$ cat config.mk
export PLATFORM = sky130hd
export DESIGN_NAME = scalar_kalman_filter
export DESIGN_NICKNAME = d
export VERILOG_FILES = /design/src/skf_pkg.sv /design/src/skf_muldiv.sv /design/src/scalar_kalman_filter.sv
export SDC_FILE = /design/constraint.sdc
export NUM_CORES = 2
export LEC_CHECK = 0
export BUFFER_PORTS_ARGS = -buffer_cell sky130_fd_sc_hd__buf_2
export CAP_MARGIN = 30
export CORE_MARGIN = 5
export CORE_UTILIZATION = 45
export DETAILED_ROUTE_END_ITERATION = 7
export PLACE_DENSITY = 0.72
export SYNTH_ARGS = -nofsm -noshare
export SYNTH_HDL_FRONTEND = slang
export SYNTH_SLANG_ARGS = --single-unit
$ cat constraint.sdc
create_clock -name clk -period 6.5 [get_ports clk]
set_input_delay 0.65 -clock clk [delete_from_list [all_inputs] [get_ports clk]]
set_output_delay 0.65 -clock clk [all_outputs]
set_load 0.05 [all_outputs]
$ cat src/skf_pkg.sv
`default_nettype none

package skf_pkg;

    // Word format: signed/unsigned Q16.16 in 32-bit words
    localparam int DATA_W = 32;
    localparam int FRAC_W = 16;

    // Serial multiply/divide unit widths
    localparam int OPB_W  = DATA_W + 1;          // magnitude of a 33-bit difference
    localparam int PROD_W = DATA_W + OPB_W + 1;  // product plus rounding headroom
    localparam int STEPS  = OPB_W;               // bits per multiply and per divide pass
    localparam int CNT_W  = $clog2(STEPS);

    // Configuration port
    localparam int ADDR_W = 4;
    localparam int IDX_W  = 2;

    localparam logic [IDX_W-1:0] REG_MEAS_VAR   = 2'd0;
    localparam logic [IDX_W-1:0] REG_MOTION_VAR = 2'd1;
    localparam logic [IDX_W-1:0] REG_INIT_MEAN  = 2'd2;
    localparam logic [IDX_W-1:0] REG_INIT_VAR   = 2'd3;

    localparam logic [DATA_W-1:0] RST_MEAS_VAR   = DATA_W'(64'd4   << FRAC_W);
    localparam logic [DATA_W-1:0] RST_MOTION_VAR = DATA_W'(64'd2   << FRAC_W);
    localparam logic [DATA_W-1:0] RST_INIT_MEAN  = DATA_W'(64'd5   << FRAC_W);
    localparam logic [DATA_W-1:0] RST_INIT_VAR   = DATA_W'(64'd500 << FRAC_W);

endpackage

`default_nettype wire

$ cat src/skf_muldiv.sv
`default_nettype none

// Rounded a*b/d: shift-add multiply one bit per cycle, one rounding add,
// then restoring division one quotient bit per cycle. d must be nonzero.
module skf_muldiv
(
    input  wire logic                        clk,
    input  wire logic                        rst_n,
    input  wire logic                        start,
    input  wire logic [skf_pkg::DATA_W-1:0]  a,
    input  wire logic [skf_pkg::OPB_W-1:0]   b,
    input  wire logic [skf_pkg::OPB_W-1:0]   d,
    output logic                             done,
    output logic [skf_pkg::OPB_W-1:0]        q
);

    localparam logic [1:0] ST_IDLE = 2'd0;
    localparam logic [1:0] ST_MUL  = 2'd1;
    localparam logic [1:0] ST_RND  = 2'd2;
    localparam logic [1:0] ST_DIV  = 2'd3;

    localparam int OB = skf_pkg::OPB_W;
    localparam int PW = skf_pkg::PROD_W;

    logic [1:0]                     state_reg, state_next;
    logic [skf_pkg::CNT_W-1:0]      cnt_reg, cnt_next;
    logic                           done_reg, done_next;
    logic [PW-1:0]                  acc_reg, acc_next;
    logic [skf_pkg::DATA_W-1:0]     a_reg;
    logic [OB-1:0]                  d_reg;

    logic [OB:0]                    mul_sum;
    logic [OB:0]                    trial;
    logic [OB:0]                    trial_sub;
    logic                           ge;
    logic [OB-1:0]                  rem_new;

    always_comb
    begin
        // high half holds the running partial product, low half the multiplier bits
        mul_sum   = {1'b0, acc_reg[PW-1:OB]}
                  + (acc_reg[0] ? (OB+1)'(a_reg) : (OB+1)'(0));
        trial     = {acc_reg[PW-1:OB], acc_reg[OB-1]};
        trial_sub = trial - {1'b0, d_reg};
        ge        = (trial >= {1'b0, d_reg});
        rem_new   = ge ? trial_sub[OB-1:0] : trial[OB-1:0];

        state_next = state_reg;
        cnt_next   = cnt_reg;
        acc_next   = acc_reg;
        done_next  = 1'b0;

        case (state_reg)
            ST_IDLE:
            begin
                if (start)
                begin
                    acc_next   = {(PW-OB)'(0), b};
                    cnt_next   = skf_pkg::CNT_W'(skf_pkg::STEPS - 1);
                    state_next = ST_MUL;
                end
            end
            ST_MUL:
            begin
                acc_next = {mul_sum, acc_reg[OB-1:1]};
                cnt_next = cnt_reg - 1'b1;
                if (cnt_reg == '0)
                    state_next = ST_RND;
            end
            ST_RND:
            begin
                acc_next   = acc_reg + PW'(d_reg >> 1);
                cnt_next   = skf_pkg::CNT_W'(skf_pkg::STEPS - 1);
                state_next = ST_DIV;
            end
            ST_DIV:
            begin
                // quotient bits enter at the bottom as numerator bits leave
                acc_next = {rem_new, acc_reg[OB-2:0], ge};
                cnt_next = cnt_reg - 1'b1;
                if (cnt_reg == '0)
                begin
                    done_next  = 1'b1;
                    state_next = ST_IDLE;
                end
            end
            default:
            begin
                state_next = ST_IDLE;
            end
        endcase
    end

    always_ff @(posedge clk or negedge rst_n)
    begin
        if (!rst_n)
        begin
            state_reg <= ST_IDLE;
            cnt_reg   <= '0;
            done_reg  <= 1'b0;
        end
        else
        begin
            state_reg <= state_next;
            cnt_reg   <= cnt_next;
            done_reg  <= done_next;
        end
    end

    always_ff @(posedge clk)
    begin
        acc_reg <= acc_next;
        if (state_reg == ST_IDLE && start)
        begin
            a_reg <= a;
            d_reg <= d;
        end
    end

    assign done = done_reg;
    assign q    = acc_reg[OB-1:0];

endmodule

`default_nettype wire

$ cat src/scalar_kalman_filter.sv
`default_nettype none

// Channel   Dir  Signals                        Contents
// s_axis    in   s_tvalid/s_tready/s_tdata/tuser  measurement, motion_step; tuser = restart
// m_axis    out  m_tvalid/m_tready/m_tdata/tuser  updated/predicted mean and variance;
//                                                 tuser = saturated
// apb       in   psel/penable/pwrite/paddr/...    4 registers at byte offsets 0,4,8,12
//
// Each transaction, acceptance to acceptance: accept, operand setup, multiply steps,
// rounding add, divide steps, done handoff, POST1, POST2 (a zero v+mv skips the units);
// the two serial multiply/divide units run side by side. s_tready is high only in idle.
// A finished result waits in the output register while the next item is accepted;
// that item stalls at its final step only while the register is still full.
// Reset loads the default registers and sets the estimate to init_mean/init_variance.
module scalar_kalman_filter
(
    input  wire logic                             clk,
    input  wire logic                             rst_n,

    input  wire logic                             s_tvalid,
    output logic                                  s_tready,
    input  wire logic [2*skf_pkg::DATA_W-1:0]     s_tdata,   // measurement, motion_step
    input  wire logic                             s_tuser,   // restart

    output logic                                  m_tvalid,
    input  wire logic                             m_tready,
    output logic [4*skf_pkg::DATA_W-1:0]          m_tdata,   // updated_mean, updated_variance,
                                                             // predicted_mean, predicted_variance
    output logic                                  m_tuser,   // saturated

    input  wire logic                             psel,
    input  wire logic                             penable,
    input  wire logic                             pwrite,
    input  wire logic [skf_pkg::ADDR_W-1:0]       paddr,
    input  wire logic [31:0]                      pwdata,
    output logic [31:0]                           prdata,
    output logic                                  pready
);

    localparam int DW = skf_pkg::DATA_W;
    localparam int OB = skf_pkg::OPB_W;

    localparam logic [2:0] ST_IDLE  = 3'd0;
    localparam logic [2:0] ST_PREP  = 3'd1;
    localparam logic [2:0] ST_RUN   = 3'd2;
    localparam logic [2:0] ST_POST1 = 3'd3;
    localparam logic [2:0] ST_POST2 = 3'd4;

    logic [2:0]              state_reg, state_next;

    logic [DW-1:0]           meas_var_reg, motion_var_reg, init_mean_reg, init_var_reg;
    logic [DW-1:0]           est_mean_reg, est_var_reg;
    logic [DW-1:0]           z_reg, step_reg;
    logic                    neg_reg, zero_den_reg;
    logic [DW-1:0]           um_reg, uv_reg;

    logic                    out_valid_reg;
    logic [4*DW-1:0]         out_data_reg;
    logic                    out_sat_reg;

    logic                    wr_en;
    logic [skf_pkg::IDX_W-1:0] wr_idx;

    logic                    accept;
    logic                    out_free;
    logic                    start;
    logic                    done0, done1;
    logic [OB-1:0]           q0, q1;

    logic [OB-1:0]           diff;
    logic [OB-1:0]           mag;
    logic [OB-1:0]           denom;
    logic [OB-1:0]           um_wide;
    logic [OB-1:0]           pm_wide;
    logic [OB-1:0]           pv_wide;
    logic                    pm_ovf;
    logic [DW-1:0]           pm_val, pv_val;

    // configuration port
    assign pready = 1'b1;
    assign wr_en  = psel && penable && pwrite;
    assign wr_idx = paddr[skf_pkg::IDX_W+1:2];

    always_comb
    begin
        case (wr_idx)
            skf_pkg::REG_MEAS_VAR:   prdata = meas_var_reg;
            skf_pkg::REG_MOTION_VAR: prdata = motion_var_reg;
            skf_pkg::REG_INIT_MEAN:  prdata = init_mean_reg;
            skf_pkg::REG_INIT_VAR:   prdata = init_var_reg;
            default:                 prdata = '0;
        endcase
    end

    always_ff @(posedge clk or negedge rst_n)
    begin
        if (!rst_n)
        begin
            meas_var_reg   <= skf_pkg::RST_MEAS_VAR;
            motion_var_reg <= skf_pkg::RST_MOTION_VAR;
            init_mean_reg  <= skf_pkg::RST_INIT_MEAN;
            init_var_reg   <= skf_pkg::RST_INIT_VAR;
        end
        else if (wr_en)
        begin
            case (wr_idx)
                skf_pkg::REG_MEAS_VAR:   meas_var_reg   <= pwdata[DW-1:0];
                skf_pkg::REG_MOTION_VAR: motion_var_reg <= pwdata[DW-1:0];
                skf_pkg::REG_INIT_MEAN:  init_mean_reg  <= pwdata[DW-1:0];
                skf_pkg::REG_INIT_VAR:   init_var_reg   <= pwdata[DW-1:0];
                default:                 ;
            endcase
        end
    end

    // datapath
    assign accept   = s_tvalid && (state_reg == ST_IDLE);
    assign s_tready = (state_reg == ST_IDLE);
    assign out_free = !out_valid_reg || m_tready;

    always_comb
    begin
        diff    = {z_reg[DW-1], z_reg} - {est_mean_reg[DW-1], est_mean_reg};
        mag     = diff[OB-1] ? (OB'(0) - diff) : diff;
        denom   = {1'b0, est_var_reg} + {1'b0, meas_var_reg};
        start   = (state_reg == ST_PREP) && (denom != '0);

        // the updated mean lies between m and z, so 33 bits never overflow here
        um_wide = neg_reg ? ({est_mean_reg[DW-1], est_mean_reg} - q0)
                          : ({est_mean_reg[DW-1], est_mean_reg} + q0);

        pm_wide = {um_reg[DW-1], um_reg} + {step_reg[DW-1], step_reg};
        pm_ovf  = (pm_wide[OB-1] != pm_wide[OB-2]);
        if (pm_ovf)
            pm_val = pm_wide[OB-1] ? {1'b1, (DW-1)'(0)} : {1'b0, {(DW-1){1'b1}}};
        else
            pm_val = pm_wide[DW-1:0];
        pv_wide = {1'b0, uv_reg} + {1'b0, motion_var_reg};
        pv_val  = pv_wide[OB-1] ? {DW{1'b1}} : pv_wide[DW-1:0];

        state_next = state_reg;
        case (state_reg)
            ST_IDLE:
            begin
                if (accept)
                    state_next = ST_PREP;
            end
            ST_PREP:
            begin
                state_next = (denom == '0) ? ST_POST1 : ST_RUN;
            end
            ST_RUN:
            begin
                // both units share a start and a fixed latency
                if (done0 && done1)
                    state_next = ST_POST1;
            end
            ST_POST1:
            begin
                state_next = ST_POST2;
            end
            ST_POST2:
            begin
                if (out_free)
                    state_next = ST_IDLE;
            end
            default:
            begin
                state_next = ST_IDLE;
            end
        endcase
    end

    always_ff @(posedge clk or negedge rst_n)
    begin
        if (!rst_n)
        begin
            state_reg     <= ST_IDLE;
            est_mean_reg  <= skf_pkg::RST_INIT_MEAN;
            est_var_reg   <= skf_pkg::RST_INIT_VAR;
            out_valid_reg <= 1'b0;
        end
        else
        begin
            state_reg <= state_next;
            if (accept && s_tuser)
            begin
                est_mean_reg <= init_mean_reg;
                est_var_reg  <= init_var_reg;
            end
            else if (state_reg == ST_POST2 && out_free)
            begin
                est_mean_reg <= pm_val;
                est_var_reg  <= pv_val;
            end

            if (state_reg == ST_POST2 && out_free)
                out_valid_reg <= 1'b1;
            else if (m_tready)
                out_valid_reg <= 1'b0;
        end
    end

    always_ff @(posedge clk)
    begin
        if (accept)
        begin
            z_reg    <= s_tdata[DW-1:0];
            step_reg <= s_tdata[2*DW-1:DW];
        end
        if (state_reg == ST_PREP)
        begin
            neg_reg      <= diff[OB-1];
            zero_den_reg <= (denom == '0);
        end
        if (state_reg == ST_POST1)
        begin
            um_reg <= zero_den_reg ? est_mean_reg : um_wide[DW-1:0];
            uv_reg <= zero_den_reg ? '0 : q1[DW-1:0];
        end
        if (state_reg == ST_POST2 && out_free)
        begin
            out_data_reg <= {pv_val, pm_val, uv_reg, um_reg};
            out_sat_reg  <= pm_ovf || pv_wide[OB-1];
        end
    end

    assign m_tvalid = out_valid_reg;
    assign m_tdata  = out_data_reg;
    assign m_tuser  = out_sat_reg;

    // gain term v*|z-m|/(v+mv)
    skf_muldiv u_mean_div
    (
        .clk   (clk),
        .rst_n (rst_n),
        .start (start),
        .a     (est_var_reg),
        .b     (mag),
        .d     (denom),
        .done  (done0),
        .q     (q0)
    );

    // updated variance v*mv/(v+mv)
    skf_muldiv u_var_div
    (
        .clk   (clk),
        .rst_n (rst_n),
        .start (start),
        .a     (est_var_reg),
        .b     ({1'b0, meas_var_reg}),
        .d     (denom),
        .done  (done1),
        .q     (q1)
    );

endmodule

`default_nettype wire

==> out/qor.yml <==
synth_edf_count: 521
cts_made_buffers: 79
largest_register_ff_count: 128
max_slew_margin_pct: 28.86
finalWirelength_mm: 170.5
kind_of_start_point_of_the_critical_path: "flop"
timing_max_transition_violations_final: 0
groute.layer.met2.usage_pct: 42.65
maximum_frequency_from_static_timing_analysis_mhz: 184.5
sw_frac_of_total_pct: 46.93
cts_setup_buffers: 0
drv.max_cap_violation_count: 0
pin_count: 272
timing.setup.tns_ns: 0
synth_compound_gate_area_share_pct: 19.57
worstPathRequired_ns: 6.84
grt_use_met1_pct: 37.36
htreeDepth: 3
final-setup-viol-count: 0
die_w_um: 346
post-route-period-util_pct: 83.41
vias_in_the_first_global_route: 40280
cts.sinks: 735
final.fill_count: 10100
synth_simple_gate_area_share_pct: 12.67
grt_util_all_layers_pct: 27.21
fin_worst_skew_ns: 0.05041
synth_top_family_by_area: "compound AO/OA/AOI/OAI gates"
postSynthNetCount: 5526
fin_total_pwr_mw: 32.42
holdBufCountCts: 0
master_cell_of_the_clock_root_buffer: "sky130_fd_sc_hd__clkbuf_16"
placementRows: 123
clk_latency_ns: 0.67
outcome: "finished, violations left"
power_switching_mw: 15.21
ys_top_cells_by_area: "sky130_fd_sc_hd__edfxtp_1 31%, sky130_fd_sc_hd__dfrtp_1 9.7%, sky130_fd_sc_hd__ha_1 9.1%"
max_slew.worst_pin.slew_ns: 1.067
tritoncts_clock_tree: "done"
grt.met3_usage_pct: 5.434
area_growth_pct: 11.46
worst_hold_path_type: "in -> async"
grt_antenna_before_repair: 22
power.share.sequential_pct: 28.5
dp_hpwl_mm: 127.6
synthesized_area_fraction_occupied_by_adder_cells_pct: 9.915
gp_routability_congestion: 0.9918
final_hold_viol_count: 0
post-synth-top-area-cell: "sky130_fd_sc_hd__edfxtp_1"
syn_inst: 5038
power_report.internal_total_mw: 17.20
die_height_um: 346
synth_async_sr_flop_share_pct: 29.12
power.combinational.fraction_pct: 56.7
initial_core_util_pct: 45.22
most_common_library_cell_in_the_layout_ignoring_fill_and_taps: "sky130_fd_sc_hd__edfxtp_1"
detailroute.via_count: 42620
synth.avg_cell_area_um2: 10.08
ctsLongestPathBuffers: 3
rsz0062_at_grt: "false"
maximum_number_of_pins_on_one_net_before_global_route_repair: 114
fraction_of_layout_cells_with_a_size_suffix_above_1_pct: 13.28
detail_route.drc_violations: 1
yosys.cell_types.count: 106
critPathMaxFanout: 50
setup.worst_path.end_class: "flop"
vdd_ir_drop_max_uv: 349.9
cts.reportedPaths.clkPinSlew_ns: 0.06
synth.ff_latch_count: 735
wl_per_cell_um: 25.00
nNetsFinal: 5728
timing.critical_path.arrival_ns: 5.76
fp.dieArea_mm2: 0.1197
sequential_cell_area_mm2: 0.02102
grt_first_pass_wirelength_mm: 253.6
synth-seq-area-share_pct: 41.38
failing_checks: "design-rule violations"
minimum_clock_period_ns: 5.421
fp.coreArea_mm2: 0.1123
grt_most_used_layer: "met2"
cellLeakagePower_nw: 23.93
multi_input_comb_area_mm2: 0.02813
detail_route.first_pass.iterations: 8
ys_dominant_reg_cell: "sky130_fd_sc_hd__edfxtp_1"
power.clock.fraction_pct: 14.8
detailed_route_iter0_violations: 4985
muxShareOfSynthArea_pct: 5.679
worst_hold_slack_across_all_endpoints_ns: 0.08894
criticalPathCategory: "reg -> reg"
buffer_ports.inserted: 268
final_antenna_net_count: 0
synth_top_cell_area_share_pct: 30.79
post_drt_via_cell_ratio: 6.249
postCtsResizedCells: 0
globalRouteOverflowTotal: 0
layout_common_cells: "521 x sky130_fd_sc_hd__edfxtp_1, 399 x sky130_fd_sc_hd__a21oi_1, 362 x sky130_fd_sc_hd__ha_1"
ys.warnings.count: 0
post_synth_xor_area_fraction_pct: 7.241
synth_area_mm2: 0.05080
power_density_mw_per_mm2: 572.5
power by group through the flow:
stage,Clock [mW],Combinational (mW),Sequential (mW)
finish,4.79,18.4,9.24
global placement,0,17.6,9.21
CTS,4.83,18.1,9.15
global route,5.01,20.1,9.28
detailed placement,0,17.9,9.22
floorplan,0,13.5,8.41
stage by stage:
stage               cell area [µm²]  cells  worst slack (ns)  util (%)
floorplan                     50800   5038            0.3195         -
global placement              53690   6651             1.204     47.79
detailed placement            53830   6658             1.141     47.92
CTS                           56570   6806             1.139     50.35
global route                  56610   6815            0.8148     50.39
finish                        56630   6820             1.079     50.40
Yosys cell counts, types with 40 or more instances:
cell                       number
sky130_fd_sc_hd__nor3_1        73
sky130_fd_sc_hd__and3_1        64
sky130_fd_sc_hd__o21ai_0      274
sky130_fd_sc_hd__clkbuf_1     162
sky130_fd_sc_hd__nand2_1      294
sky130_fd_sc_hd__inv_1        262
sky130_fd_sc_hd__edfxtp_1     521
sky130_fd_sc_hd__o22ai_1       43
sky130_fd_sc_hd__nor2b_1       87
sky130_fd_sc_hd__o21bai_1      49
sky130_fd_sc_hd__mux2_2       126
sky130_fd_sc_hd__a222oi_1      60
sky130_fd_sc_hd__and2_1        93
sky130_fd_sc_hd__xor2_1       164
sky130_fd_sc_hd__a31oi_1       53
sky130_fd_sc_hd__a21o_1       202
sky130_fd_sc_hd__a21oi_1      400
sky130_fd_sc_hd__nand3_1      108
sky130_fd_sc_hd__a22oi_1       72
sky130_fd_sc_hd__xnor2_1      256
sky130_fd_sc_hd__mux2i_1       73
sky130_fd_sc_hd__nor2_1       332
sky130_fd_sc_hd__dfrtp_1      196
sky130_fd_sc_hd__o21a_1        40
sky130_fd_sc_hd__ha_1         369
sky130_fd_sc_hd__nand2b_1      77
worst paths after layout:
check / slack, ns / depth (start not counted) / startpoint / endpoint
max in group asynchronous: 5.22 / 2 / rst_n / init_mean_reg[7]
worst max-delay path: 1.08 / 15 / est_var_reg[4] / u_var_div.acc_reg[5]
worst max register to register: 1.08 / 15 / est_var_reg[4] / u_var_div.acc_reg[5]
worst min-delay path: 0.09 / 1 / rst_n / est_mean_reg[24]
min in group clk: 0.18 / 1 / s_tdata[51] / step_reg[19]
worst min register to register: 0.48 / 0 / uv_reg[2] / m_tdata[34]
critical path, stage by stage, from the launching register on:
cell and delay (ns):
sky130_fd_sc_hd__dfrtp_1 0.48, sky130_fd_sc_hd__ha_1 0.48, sky130_fd_sc_hd__nand3_1 0.13, sky130_fd_sc_hd__o211ai_1 0.48
sky130_fd_sc_hd__a211oi_1 0.22, sky130_fd_sc_hd__o21ai_0 0.43, sky130_fd_sc_hd__a21oi_1 0.20, sky130_fd_sc_hd__a211oi_1 0.60
sky130_fd_sc_hd__or3_1 0.20, sky130_fd_sc_hd__o221ai_1 0.10, sky130_fd_sc_hd__or2b_2 0.22, sky130_fd_sc_hd__o21ai_4 0.05
sky130_fd_sc_hd__buf_4 0.22, sky130_fd_sc_hd__and2_4 0.20, sky130_fd_sc_hd__inv_4 0.55, sky130_fd_sc_hd__buf_4 0.44
area by class of cell:
type / count / area share [%]
sequential: 735 / 37.13
clock inverter: 40 / 0.9413
multi-input combinational: 3843 / 49.67
clock buffer: 108 / 3.884
antenna: 13 / 0.05745
timing repair buffer: 316 / 3.237
inverter: 265 / 1.770
tap: 1500 / 3.314
cells by family (layout without fill, tap and decap cells):
logic type                 Yosys count  after routing
and+or+nand+nor                   1295           1295
xor gates and xnor gates           420            420
buffers and inverters              460            729
muxes                              232            232
other                                1             14
adders and majority gates          400            400
DFF                                735            735
AOI/OAI and AO/OA                 1495           1495
metal layers:
| metal | routed length, µm | up-vias | part of all wire (%) |
|---|---|---|---|
| met5 | 60 | - | 0.035 |
| met4 | 7352 | 10 | 4.3 |
| met2 | 76520 | 2159 | 45 |
| met1 | 69070 | 20770 | 41 |
| li1 | - | 19320 | - |
| met3 | 17500 | 364 | 10 |
Note: power is estimated with default switching activity, not from simulation.
